$ cat src/design/sbsm_pkg.sv
`timescale 1ns / 1ps
`default_nettype none

package sbsm_pkg;

  // Memory selected by one bus access.
  typedef enum logic [2:0] {
    TGT_INVALID   = 3'd0,
    TGT_CHR_ROM   = 3'd1,
    TGT_CHR_RAM   = 3'd2,
    TGT_NAMETABLE = 3'd3,
    TGT_PRG_RAM   = 3'd4,
    TGT_PRG_ROM   = 3'd5,
    TGT_MAPPER    = 3'd6
  } target_t;

  // Nametable mirroring arrangements.
  typedef enum logic [1:0] {
    MIRROR_LOWER      = 2'd0,
    MIRROR_UPPER      = 2'd1,
    MIRROR_VERTICAL   = 2'd2,
    MIRROR_HORIZONTAL = 2'd3
  } mirror_t;

  // Configuration register indexes.
  localparam logic [1:0] CFG_PRG_BANKS  = 2'd0;
  localparam logic [1:0] CFG_CHR_BANKS  = 2'd1;
  localparam logic [1:0] CFG_HEADER_VER = 2'd2;

  // Internal mapper register numbers, from address bits 14:13.
  localparam logic [1:0] MREG_CONTROL = 2'd0;
  localparam logic [1:0] MREG_CHR0    = 2'd1;
  localparam logic [1:0] MREG_CHR1    = 2'd2;
  localparam logic [1:0] MREG_PRG     = 2'd3;

  // Program banking modes.
  localparam logic [1:0] PRG_MODE_FIX_LOW  = 2'd2;
  localparam logic [1:0] PRG_MODE_FIX_HIGH = 2'd3;

  localparam logic [4:0] PRG_BANKS_RESET = 5'd2;
  localparam logic [4:0] CHR_BANKS_RESET = 5'd0;

  typedef struct packed {
    logic        opcode;
    logic [15:0] bus_address;
    logic [7:0]  write_data;
  } access_t;

  typedef struct packed {
    target_t     target;
    logic [17:0] phys_offset;
    logic        write_strobe;
  } result_t;

  // Banking state seen by the address translator.
  typedef struct packed {
    mirror_t    mirror_mode;
    logic       chr_rom;
    logic [4:0] chr_low_bank;
    logic [4:0] chr_high_bank;
    logic [3:0] prg_low_bank;
    logic [3:0] prg_high_bank;
    logic [2:0] load_count;
  } bank_state_t;

  // True when the next shifted bit completes the loader and commits a register.
  function automatic logic commit_due(input logic [2:0] count);
    logic [2:0] count_inc;
    count_inc = count + 3'd1;
    return (count_inc >= 3'd5);
  endfunction

endpackage

`default_nettype wire

$ cat src/design/serial_bank_switch_mapper_unit.sv
`timescale 1ns / 1ps
`default_nettype none

// Serial-loaded bank switching cartridge mapper.
// The access channel takes one bus access word per cycle while not stalled
// (read or write, 16-bit bus address, data byte); the result channel returns,
// for each access in order, the target memory, the byte offset inside it and
// a store strobe. Both channels use valid/ready.
// A word is held in an input register, translated against the current
// banking state and written to the result register. One word per cycle is
// sustained while the receiver keeps taking results; the only loop is the
// banking state, which is updated in the same cycle a word moves to the
// result register.
// When the receiver stalls, the result register holds its word and the
// input register absorbs one more access before access_ready drops.
// Reset clears both registers and returns the banking state to power-up
// values: horizontal mirroring, two program banks with the last one in the high
// slot, and pattern RAM. The configuration port is a plain write port that
// should be used only while no access is in flight.
module serial_bank_switch_mapper_unit
  import sbsm_pkg::*;
(
  input  wire logic       clk,
  input  wire logic       rst,
  input  wire logic       access_valid,
  output logic            access_ready,
  input  wire access_t    access,
  output logic            result_valid,
  input  wire logic       result_ready,
  output result_t         result,
  input  wire logic       cfg_write_en,
  input  wire logic [1:0] cfg_index,
  input  wire logic [4:0] cfg_data
);

  logic        stage_valid;
  access_t     stage_word;
  logic        stage_advance;
  bank_state_t bank_state;
  result_t     xlate_word;

  assign stage_advance = stage_valid && (!result_valid || result_ready);
  assign access_ready  = !stage_valid || stage_advance;

  // Input register.
  always_ff @(posedge clk) begin
    if (rst) begin
      stage_valid <= 1'b0;
    end else begin
      stage_valid <= (access_valid && access_ready) || (stage_valid && !stage_advance);
    end
  end

  always_ff @(posedge clk) begin
    if (access_valid && access_ready) begin
      stage_word <= access;
    end
  end

  sbsm_regs u_regs (
    .clk          (clk),
    .rst          (rst),
    .step         (stage_advance),
    .acc          (stage_word),
    .cfg_write_en (cfg_write_en),
    .cfg_index    (cfg_index),
    .cfg_data     (cfg_data),
    .state        (bank_state)
  );

  sbsm_xlate u_xlate (
    .acc   (stage_word),
    .state (bank_state),
    .res   (xlate_word)
  );

  // Result register.
  always_ff @(posedge clk) begin
    if (rst) begin
      result_valid <= 1'b0;
    end else begin
      result_valid <= stage_advance || (result_valid && !result_ready);
    end
  end

  always_ff @(posedge clk) begin
    if (stage_advance) begin
      result <= xlate_word;
    end
  end

  // Input side stalls only behind a full result register.
  a_stall_cause: assert property (@(posedge clk) disable iff (rst)
    !access_ready |-> (result_valid && !result_ready))
    else $error("access stalled without a result stall");

  // An unmapped access carries no offset and no strobe.
  a_invalid_quiet: assert property (@(posedge clk) disable iff (rst)
    (result_valid && result.target == TGT_INVALID) |->
      (result.phys_offset == 18'd0 && !result.write_strobe))
    else $error("unmapped access with offset or strobe");

  // Read-only memories are never strobed.
  a_rom_no_strobe: assert property (@(posedge clk) disable iff (rst)
    (result_valid && (result.target == TGT_PRG_ROM || result.target == TGT_CHR_ROM)) |->
      !result.write_strobe)
    else $error("store strobe on a ROM target");

endmodule

`default_nettype wire

$ cat src/design/sbsm_regs.sv
`timescale 1ns / 1ps
`default_nettype none

module sbsm_regs
  import sbsm_pkg::*;
(
  input  wire logic        clk,
  input  wire logic        rst,
  input  wire logic        step,
  input  wire access_t     acc,
  input  wire logic        cfg_write_en,
  input  wire logic [1:0]  cfg_index,
  input  wire logic [4:0]  cfg_data,
  output bank_state_t      state
);

  logic [4:0] prg_bank_count, prg_bank_count_next;
  logic [4:0] chr_bank_count, chr_bank_count_next;
  logic       header_vertical, header_vertical_next;
  logic [4:0] load_shift, load_shift_next;
  logic [2:0] load_count, load_count_next;
  mirror_t    mirror_mode, mirror_mode_next;
  logic [1:0] prg_mode, prg_mode_next;
  logic       chr_mode, chr_mode_next;
  logic [4:0] chr_low_bank, chr_low_bank_next;
  logic [4:0] chr_high_bank, chr_high_bank_next;
  logic [3:0] prg_low_bank, prg_low_bank_next;
  logic [3:0] prg_high_bank, prg_high_bank_next;

  logic [4:0] last_bank_wide;
  logic [3:0] last_bank;
  logic [4:0] cfg_last_wide;
  logic       reg_write;
  logic [4:0] shifted;
  logic [4:0] chr_value;
  logic [3:0] prg_even;
  logic [1:0] reg_sel;

  // Last program bank follows the configured bank count, wrapped to four bits.
  assign last_bank_wide = prg_bank_count - 5'd1;
  assign last_bank      = last_bank_wide[3:0];
  assign cfg_last_wide  = cfg_data - 5'd1;

  assign reg_write = step && acc.opcode && acc.bus_address[15];
  assign shifted   = {acc.write_data[0], load_shift[4:1]};
  assign reg_sel   = acc.bus_address[14:13];
  assign prg_even  = {shifted[3:1], 1'b0};

  // Bank 0 value for pattern space, narrowed when the ROM is small.
  always_comb begin
    chr_value = shifted;
    if (chr_bank_count <= 5'd1) begin
      chr_value = {4'd0, shifted[0]};
    end
    if (!chr_mode) begin
      chr_value[0] = 1'b0;
    end
  end

  // Loader, register commits and configuration writes.
  always_comb begin
    prg_bank_count_next  = prg_bank_count;
    chr_bank_count_next  = chr_bank_count;
    header_vertical_next = header_vertical;
    load_shift_next      = load_shift;
    load_count_next      = load_count;
    mirror_mode_next     = mirror_mode;
    prg_mode_next        = prg_mode;
    chr_mode_next        = chr_mode;
    chr_low_bank_next    = chr_low_bank;
    chr_high_bank_next   = chr_high_bank;
    prg_low_bank_next    = prg_low_bank;
    prg_high_bank_next   = prg_high_bank;

    if (reg_write) begin
      if (acc.write_data[7]) begin
        load_shift_next    = 5'd0;
        load_count_next    = 3'd0;
        prg_mode_next      = PRG_MODE_FIX_HIGH;
        prg_high_bank_next = last_bank;
      end else if (commit_due(load_count)) begin
        load_shift_next = 5'd0;
        load_count_next = 3'd0;
        case (reg_sel)
          MREG_CONTROL: begin
            mirror_mode_next = mirror_t'(shifted[1:0]);
            prg_mode_next    = shifted[3:2];
            chr_mode_next    = shifted[4];
            if (shifted[3:2] == PRG_MODE_FIX_LOW) begin
              prg_low_bank_next = 4'd0;
            end else if (shifted[3:2] == PRG_MODE_FIX_HIGH) begin
              prg_high_bank_next = last_bank;
            end
          end
          MREG_CHR0: begin
            chr_low_bank_next = chr_value;
            if (!chr_mode) begin
              chr_high_bank_next = chr_value + 5'd1;
            end
          end
          MREG_CHR1: begin
            if (chr_mode) begin
              chr_high_bank_next = shifted;
            end
          end
          default: begin
            if (prg_mode <= 2'd1) begin
              prg_low_bank_next  = prg_even;
              prg_high_bank_next = prg_even + 4'd1;
            end else if (prg_mode == PRG_MODE_FIX_LOW) begin
              prg_high_bank_next = shifted[3:0];
            end else begin
              prg_low_bank_next = shifted[3:0];
            end
          end
        endcase
      end else begin
        load_shift_next = shifted;
        load_count_next = load_count + 3'd1;
      end
    end

    // Configuration must be written only while the block is idle; the block itself does not enforce this.
    if (cfg_write_en) begin
      case (cfg_index)
        CFG_PRG_BANKS: begin
          prg_bank_count_next = cfg_data;
          prg_high_bank_next  = cfg_last_wide[3:0];
        end
        CFG_CHR_BANKS: begin
          chr_bank_count_next = cfg_data;
        end
        CFG_HEADER_VER: begin
          header_vertical_next = cfg_data[0];
          mirror_mode_next     = cfg_data[0] ? MIRROR_VERTICAL : MIRROR_HORIZONTAL;
        end
        default: begin
        end
      endcase
    end
  end

  always_ff @(posedge clk) begin
    if (rst) begin
      prg_bank_count  <= PRG_BANKS_RESET;
      chr_bank_count  <= CHR_BANKS_RESET;
      header_vertical <= 1'b0;
      load_shift      <= 5'd0;
      load_count      <= 3'd0;
      mirror_mode     <= MIRROR_HORIZONTAL;
      prg_mode        <= 2'd0;
      chr_mode        <= 1'b0;
      chr_low_bank    <= 5'd0;
      chr_high_bank   <= 5'd0;
      prg_low_bank    <= 4'd0;
      prg_high_bank   <= PRG_BANKS_RESET[3:0] - 4'd1;
    end else begin
      prg_bank_count  <= prg_bank_count_next;
      chr_bank_count  <= chr_bank_count_next;
      header_vertical <= header_vertical_next;
      load_shift      <= load_shift_next;
      load_count      <= load_count_next;
      mirror_mode     <= mirror_mode_next;
      prg_mode        <= prg_mode_next;
      chr_mode        <= chr_mode_next;
      chr_low_bank    <= chr_low_bank_next;
      chr_high_bank   <= chr_high_bank_next;
      prg_low_bank    <= prg_low_bank_next;
      prg_high_bank   <= prg_high_bank_next;
    end
  end

  // The unused header bit is kept so that a later reload sees the same value.
  assign state.mirror_mode   = mirror_mode;
  assign state.chr_rom       = (chr_bank_count != 5'd0);
  assign state.chr_low_bank  = chr_low_bank;
  assign state.chr_high_bank = chr_high_bank;
  assign state.prg_low_bank  = prg_low_bank;
  assign state.prg_high_bank = prg_high_bank;
  assign state.load_count    = load_count;

  // The loader never holds more than four bits between commits.
  a_load_count_bound: assert property (@(posedge clk) disable iff (rst)
    load_count <= 3'd4)
    else $error("loader count beyond four");

  // A clearing write leaves the loader empty with the last bank fixed high.
  a_clear_write: assert property (@(posedge clk) disable iff (rst)
    (reg_write && acc.write_data[7] && !cfg_write_en) |=>
      (load_count == 3'd0 && prg_mode == PRG_MODE_FIX_HIGH))
    else $error("loader clear did not take effect");

endmodule

`default_nettype wire

$ cat src/design/sbsm_xlate.sv
`timescale 1ns / 1ps
`default_nettype none

module sbsm_xlate
  import sbsm_pkg::*;
(
  input  wire access_t     acc,
  input  wire bank_state_t state,
  output result_t          res
);

  logic [15:0] addr;
  logic [4:0]  chr_bank;
  logic [3:0]  prg_bank;
  logic [10:0] nt_offset;

  assign addr     = acc.bus_address;
  assign chr_bank = addr[12] ? state.chr_high_bank : state.chr_low_bank;
  assign prg_bank = addr[14] ? state.prg_high_bank : state.prg_low_bank;

  // Nametable offset within the 2 KB of console RAM.
  always_comb begin
    case (state.mirror_mode)
      MIRROR_LOWER:    nt_offset = {1'b0, addr[9:0]};
      MIRROR_UPPER:    nt_offset = {1'b1, addr[9:0]};
      MIRROR_VERTICAL: nt_offset = addr[10:0];
      default:         nt_offset = {addr[11], addr[9:0]};
    endcase
  end

  // Address decode into target memory, offset and store strobe.
  always_comb begin
    res.target       = TGT_INVALID;
    res.phys_offset  = 18'd0;
    res.write_strobe = 1'b0;
    if (addr[15]) begin
      if (acc.opcode) begin
        res.target       = TGT_MAPPER;
        res.phys_offset  = {16'd0, addr[14:13]};
        res.write_strobe = !acc.write_data[7] && commit_due(state.load_count);
      end else begin
        res.target      = TGT_PRG_ROM;
        res.phys_offset = {prg_bank, addr[13:0]};
      end
    end else begin
      case (addr[14:13])
        2'b00: begin
          res.phys_offset = {1'b0, chr_bank, addr[11:0]};
          if (state.chr_rom) begin
            res.target = TGT_CHR_ROM;
          end else begin
            res.target       = TGT_CHR_RAM;
            res.write_strobe = acc.opcode;
          end
        end
        2'b01: begin
          if (!addr[12]) begin
            res.target       = TGT_NAMETABLE;
            res.phys_offset  = {7'd0, nt_offset};
            res.write_strobe = acc.opcode;
          end
        end
        2'b11: begin
          res.target       = TGT_PRG_RAM;
          res.phys_offset  = {5'd0, addr[12:0]};
          res.write_strobe = acc.opcode;
        end
        default: begin
        end
      endcase
    end
  end

endmodule

`default_nettype wire

$ cat config.mk
export PLATFORM = sky130hd
export DESIGN_NAME = serial_bank_switch_mapper_unit
export DESIGN_NICKNAME = d
export VERILOG_FILES = /design/src/design/sbsm_pkg.sv /design/src/design/serial_bank_switch_mapper_unit.sv /design/src/design/sbsm_regs.sv /design/src/design/sbsm_xlate.sv
export SDC_FILE = /design/constraint.sdc
export NUM_CORES = 1
export LEC_CHECK = 0
export ABC_AREA = 1
export BUFFER_PORTS_ARGS = -buffer_cell sky130_fd_sc_hd__buf_2
export CORE_UTILIZATION = 48
export CTS_CLUSTER_SIZE = 14
export DETAILED_ROUTE_END_ITERATION = 10
export PLACE_DENSITY = 0.69
export SLEW_MARGIN = 20
export SYNTH_ARGS = -nofsm -noshare
export SYNTH_HDL_FRONTEND = slang
export SYNTH_SLANG_ARGS = --single-unit
$ cat constraint.sdc
create_clock -name clk -period 4.25 [get_ports clk]
set_clock_uncertainty 0.1 [all_clocks]
set_input_delay 0.425 -clock clk [delete_from_list [all_inputs] [get_ports clk]]
set_output_delay 0.425 -clock clk [all_outputs]
set_load 0.005 [all_outputs]
==> impl_results.md, run 1 <==
- Status: finished, final reports clean
- Cell Pwr Density: between 300 and 400 nW/µm²
- Most frequent cells in the layout: 91 x nand2_1, 57 x inv_1, 54 x buf_2
- Commonest non-fill, non-tap cell in the layout: nand2_1
- DP HPWL: about 6200 µm
- CP startpoint: stage_word[22]$_DFFE_PP_
- Rows: 32
- First-pass GRT wire length: about 14000 µm
- Crit path max-delay cell type: edfxtp_1
- Boundary pin count: approximately 60
- Post-CTS Setup Repair Bufs: 0
- Slowest stage delay, CP: 560 ps
- Hold Crit Class: in -> reg
- Synth unique cells: 33
- Area contributors post-synth: edfxtp_1 32%, dfxtp_1 22%, nand2_1 9.0%
- Vias post-DR: approximately 3.1k
- Placed inst area: 4161 µm²
- DIE AREA: approximately 8300 µm²
- Biggest area consumer among synthesized cells: edfxtp_1
- Max FO, Critical Path: 10
- Clock net sink count: 82
- Inserted Diodes: 0
- Core ar.: ~7700 µm²
- Final worst path period need: between 2000 and 2500 ps
- Synth Warn #: 0
- Crit-path cells: inv_1, ha_1, inv_1, nor2_1, nand2_1, inv_1, nor2_1, clkinv_1, nand2_1, o21ai_0
- Ys async rst share: 0
- Port Buf Inserts: 54
- RSZ-0062 raised after global routing: no
- Worst-margin pin slew: approximately 860 ps
- Crit Path Class: reg -> reg
- RD Place Congestion: between 0.8 and 0.9
- Finished Cell Area: 4340 µm²
- Largest net degree at the start of global routing: 23
- Post-cts sizing count: 0
- Worst VDD drop: 0.1567 mV
- Post-Route WL: roughly 8500 µm
- Hold_sp: access[8]
- Critical path launch point type: register
- Cell Area, Synth: between 3000 and 4000 µm²
- Final Max Tran Viols: 0
- Vias in the first global route: 2864
- Most frequent CP cell: inv_1
- Clock root buffer: clkbuf_8
- H-tree levels: 3
- Router iterations before antenna repair: 5
- Initial antenna violation count: 0
- WL per Instance: 14.33 µm
- DRC viols: 0
- Clk_lat worst skew: between 300 and 400 ps
- Die height: around 90 µm
- CP arrival: around 2300 ps
- Worst R2R Start: stage_word[22]$_DFFE_PP_
- Nets: about 540
- Syn Inst Count: 431
- Clock buffer depth: 2
- LEAKAGE: 1.916 nW
- Total CTS buffers: 9
- Number of synthesized flops with an enable pin: roughly 40
- Hold buffers post-CTS: 0
- Slew headroom: 0.4276
- Clk pin slew, worst setup/hold paths: around 90 ps
- Post-synthesis sequential area ratio: 0.5405
- Synthesized area per cell: about 8.8 µm²
- Area share of the largest cell type after synthesis: 0.3243
- CTS tree: done
- Synth Flop Type: edfxtp_1
- Setup violators final: 0
- Setup TNS: 0 ps
- Post-synth net total: roughly 480
- Remaining Overflow, GRT: 0
- Initial Util: 0.4938
- Fin crit share: 0.5476
- Chip Width: a little over 90 µm
- Share of cells above drive strength 1: 0.1640
- Via/cell ratio: a little over 5
- Area Growth Syn to Fin: 14.34%
- Iteration-0 DRC Markers: 155
- MaxCap Viol Count: 0
- Req. time, crit path: ~4300 ps
- Global Route Usage Sum: 0.2164
- Critical Path End Type: register
- Fmax achieved: about 430 MHz
- Flops & latches, synth: 82
- Post-DRT Antenna Nets: 0
- Endpoints failing hold: 0
==> worst max-delay path, delay by kind of cell, from the launching register on <==
| kind | cells | cell delay [ps] |
|---|---|---|
| AO/OA/AOI/OAI | 1 | 80 |
| AND/OR/NAND/NOR | 4 | 430 |
| adder cells (fa/ha/maj) | 1 | 230 |
| flip-flops | 1 | 560 |
| buffers and inverters | 4 | 710 |
==> worst paths after layout <==
| path | cells after the start | slack [ps] | to |
|---|---|---|---|
| worst max-delay path | 10 | 1920 | result[2]$_DFFE_PP_ |
| worst min register to register | 2 | 370 | u_regs.prg_low_bank[2]$_SDFFE_PP0P_ |
| worst min-delay path | 1 | 150 | stage_word[8]$_DFFE_PP_ |
| worst max register to register | 10 | 1920 | result[2]$_DFFE_PP_ |
==> flip-flops by register name, summed over array words and instances (netlist names), 3 cells and up <==
signal / cells
u_regs.load_count: 3
u_regs.chr_bank_count: 5
stage_word: 19
u_regs.chr_high_bank: 5
u_regs.prg_bank_count: 4
u_regs.prg_high_bank: 4
u_regs.load_shift: 4
result: 22
u_regs.chr_low_bank: 5
u_regs.prg_low_bank: 4
==> stage by stage <==
stage               worst slack (ps)  hold slack [ps]  total power [mW]  utilization  instances
finish                          1923            145.4             1.545       0.5646        596
global route                    1587            130.0             1.612       0.5646        596
CTS                             1905            131.0             1.556       0.5646        596
detailed placement              1907            356.0             1.040       0.5413        580
global placement                1941            351.2             1.036       0.5413        580
floorplan                       2301            331.3            0.9818            -        431
==> layer usage <==
layer | vias to the layer above | part of all wire | global-route usage
met5 | - | 0 | 0
met4 | 0 | 0.019 | 0.1019
met3 | 17 | 0.058 | 0.04104
met2 | 104 | 0.47 | 0.3434
met1 | 1398 | 0.45 | 0.2861
li1 | 1562 | - | -
==> cells by family (layout without fill, tap and decap cells) <==
group | count (synthesis) | after routing | share of synthesized area
XOR/XNOR | 6 | 6 | 0.01384
buffers and inverters | 68 | 131 | 0.06889
adder cells (fa/ha/maj) | 11 | 11 | 0.03626
flip-flops | 82 | 82 | 0.5405
AND/OR/NAND/NOR | 166 | 166 | 0.1971
AO/OA/AOI/OAI | 98 | 98 | 0.1434
==> cell type report <==
type                       count  area, µm²
multi-input combinational    281       1483
clock buffer                  10      127.6
sequential                    82       2052
inverter                      61      229.0
timing repair buffer          54      270.3
tap                          102      127.6
fill                         720       3347
clock inverter                 6      51.30
==> report_power, final <==
group	leakage [nW]	internal, mW	switching (mW)
clock network	0.0810	0.220	0.303
logic	1.11	0.0475	0.0901
registers	0.725	0.866	0.0189
total	1.92	1.13	0.412
==> synthesized netlist by cell type, types with 2 or more instances <==
library cell and instances:
inv_1 57, o32ai_1 4, nor2_4 4, nand2_1 91, a32oi_1 4, inv_2 3, a211oi_1 3, a31oi_1 4
nor2_1 37, a21oi_1 40, buf_2 2, ha_1 11, xor2_1 5, dfxtp_1 41, o21ai_0 36, o211ai_1 3
nor3_1 4, nor2_8 2, o21ai_1 3, nand3_1 20, nand4_1 2, edfxtp_1 41, clkbuf_1 4
(Power assumes the default switching activity.)
==> inputs of run 2 (changes only) <==
==> constraint.sdc (replaced) <==
create_clock -name clk -period 2.2 [get_ports clk]
set_clock_uncertainty 0.1 [all_clocks]
set_input_delay 0.22 -clock clk [delete_from_list [all_inputs] [get_ports clk]]
set_output_delay 0.22 -clock clk [all_outputs]
set_load 0.005 [all_outputs]
==> run 2 against run 1 <==
  * Clock-buffer cell count grew 2
  * Cell area up 8.0%
  * Fmax is 18% higher
  * Wire length increased by 2.9%
  * Sequential share of layout area shrank 3.5 points
  * Critical path depth grew 1
  * Hold slack worse by 130 ps
  * Clock power rose by 140%
  * First-iteration DRC count rose by 23%
  * Total power is 110% higher
  * Sequential power increased by 92%
  * Critical endpoint is now u_regs.mirror_mode[0]$_SDFF_PP1_
  * Largest cell class unchanged
  * Largest power group unchanged
==> impl_results.md, run 2 (synthesis gave the netlist of run 1 again) <==
- Status: finished, final reports clean
- CTS tree: done
- Share of cells above drive strength 1: 0.1771 (+0.01318)
- Clock buffer depth: 2 (unchanged)
- Clk pin slew, worst setup/hold paths: 80 ps (about the same)
- Post-DRT Antenna Nets: 0 (unchanged)
- Port Buf Inserts: 54 (unchanged)
- Router iterations before antenna repair: 4 (-1)
- Vias in the first global route: 2883 (+0.66%)
- R2R setup slack: 230 ps (-1700 ps)
- Crit path max-delay cell type: dfxtp_1
- Switch Pwr: 0.7465 mW (+81%)
- Crit-path cells: inv_1, ha_1, inv_1, nand3_1, nand2_1, nor2_4, nand2_4, nor2_4, inv_1, nor2_1, o21ai_1
- Boundary pin count: 61 (unchanged)
- Largest net degree at the start of global routing: 22 (-4.3%)
- Post-Route WL: 8786 µm (+2.9%)
- Chip Width: 90.93 µm (unchanged)
- Most frequent cells in the layout: 91 x nand2_1, 56 x inv_1, 54 x buf_2
- Inserted Diodes: 0 (unchanged)
- Rows: 32 (unchanged)
- Final worst path period need: 1974 ps (-353.3 ps)
- Internal: 2.507 mW (+120%)
- Cell Pwr Density: 694.2 nW/µm² (+95%)
- DIE AREA: 8268 µm² (unchanged)
- Reg power frac: 0.524 (-0.048)
- Vias post-DR: 3203 (+4.0%)
- Initial antenna violation count: 0 (unchanged)
- Post-layout util: 0.6097 (+0.04509)
- CP arrival: 2120 ps (-210 ps)
- Max FO, Critical Path: 6 (-4)
- DP HPWL: 6196 µm (about the same)
- Switching Fraction: 0.2294 (-0.03747)
- RSZ-0062 raised after global routing: no
- RD Place Congestion: 0.9297 (+5.2%)
- Die height: 90.93 µm (unchanged)
- Slew headroom: 0.5766 (+0.1490)
- Hold Crit Class: in -> reg
- Clock group share of total power: 0.380 (+0.042)
- Worst-margin pin slew: 634.5 ps (-223.2 ps)
- Commonest non-fill, non-tap cell in the layout: nand2_1
- First-pass GRT wire length: 14170 µm (+2.0%)
- Endpoints failing hold: 0 (unchanged)
- H-tree levels: 3 (unchanged)
- Initial Util: 0.4938 (unchanged)
- Regs by FF count: result: 22 flops, stage_word: 19 flops
- Slowest stage delay, CP: 360 ps (-200 ps)
- Clock root buffer: clkbuf_8
- Clock net sink count: 82 (unchanged)
- Global Route Usage Sum: 0.2225 (+0.006106)
- Area Growth Syn to Fin: 23.47%
- Req. time, crit path: 2340 ps (-1910 ps)
- Fin crit share: 0.8973 (+0.3497)
- Nets: 568 (+5.8%)
- Total CTS buffers: 9 (unchanged)
- WL per Instance: 14.01 µm (-2.2%)
- Gate power share: 0.096 (+0.007)
- DRC viols: 0 (unchanged)
- Critical Path End Type: register
- Remaining Overflow, GRT: 0 (unchanged)
- Core ar.: 7687 µm² (unchanged)
- MaxCap Viol Count: 0 (unchanged)
- Setup violators final: 0 (unchanged)
- Iteration-0 DRC Markers: 191 (+23%)
- Fmax achieved: 506.6 MHz (+18%)
- Most frequent CP cell: inv_1
- Critical path launch point type: register
- Clk_lat worst skew: 350 ps (about the same)
- Final Max Tran Viols: 0 (unchanged)
- Critical path buffer and inverter count: 3 (-1)
- Setup TNS: 0 ps (unchanged)
- Crit Path Class: reg -> reg
- LEAKAGE: 2.094 nW (+9.3%)
- Largest Register: result
- Largest register FFs: 22 (unchanged)
- Via/cell ratio: 5.108 (-1.2%)
- Crit path max-delay family: simple AND/OR/NAND/NOR gates
- Worst VDD drop: 0.3331 mV (+110%)
-- run 2: cell types whose count changed in the layout (fill, tap and decap cells not counted), sizes merged --
| cell | before | now |
|---|---|---|
| clkbuf | 10 | 12 |
| bufinv | 0 | 2 |
| buf | 54 | 65 |
| inv | 62 | 61 |
| clkinvlp | 3 | 0 |
| dlygate4sd3 | 0 | 20 |
-- run 2: per-stage QoR --
stage / hold slack [ps] / power (mW) / instance area, µm² / std cells / worst slack (ps)
2_1_floorplan: 218.9 / 1.897 / 3796 / 431 / 251.3
3_3_place_gp: 297.5 / 2.013 / 4249 / 590 / 214.1
3_5_place_dp: 298.7 / 2.019 / 4249 / 590 / 137.6
4_1_cts: 1.006 / 3.274 / 4679 / 626 / 104.9
5_1_grt: 13.66 / 3.383 / 4687 / 627 / 51.10
6_report: 10.55 / 3.254 / 4687 / 627 / 226.0
-- run 2: metal layers --
layer  track usage  vias to the layer above  share of wire  wire (µm)
met2        0.3479                      102           0.48       4182
met1        0.2999                     1464           0.45       3973
li1              -                     1622              -          -
met3       0.05695                       15          0.052        453
met4       0.07937                        0          0.020        176
met5             0                        -              0          0
-- run 2: worst register-to-register path, delay by kind of cell (launching register included) --
kind                       cells  cell delay [ps]
and+or+nand+nor                6              830
DFF                            1              360
adders and majority gates      1              280
buffers and inverters          3              210
AOI/OAI and AO/OA              1               70
-- run 2: power groups by stage --
stage | clock network, mW | registers, mW | logic [mW]
finish | 1.24 | 1.70 | 0.313
global route | 1.32 | 1.71 | 0.351
global placement | 0 | 1.74 | 0.274
detailed placement | 0 | 1.74 | 0.279
floorplan | 0 | 1.74 | 0.161
CTS | 1.26 | 1.70 | 0.308
-- run 2: area by class of cell --
class / count / area [µm²]
clock buffers: 12 / 156.4
clock inverters: 4 / 73.82
fillers: 702 / 3000
inverters: 61 / 229.0
multi-input cells: 281 / 1483
flip-flops and latches: 82 / 2052
well taps: 102 / 127.6
repair buffers: 85 / 565.5
-- run 2: repair_timing --
item                       4_1_cts  5_1_grt
gates resized for setup          0        2
setup endpoints to repair        0       11
setup buffers                    0        1
hold endpoints to repair        20        0
hold buffers                    20        0
-- run 2: worst paths after layout --
check | endpoint | depth (start not counted) | startpoint
worst max-delay path | u_regs.mirror_mode[0]$_SDFF_PP1_ | 11 | u_regs.load_count[0]$_SDFFE_PP0P_
worst min-delay path | stage_valid$_SDFF_PP0_ | 3 | access_valid
worst max register to register | u_regs.mirror_mode[0]$_SDFF_PP1_ | 11 | u_regs.load_count[0]$_SDFFE_PP0P_
worst min register to register | result_valid$_SDFF_PP0_ | 2 | stage_valid$_SDFF_PP0_
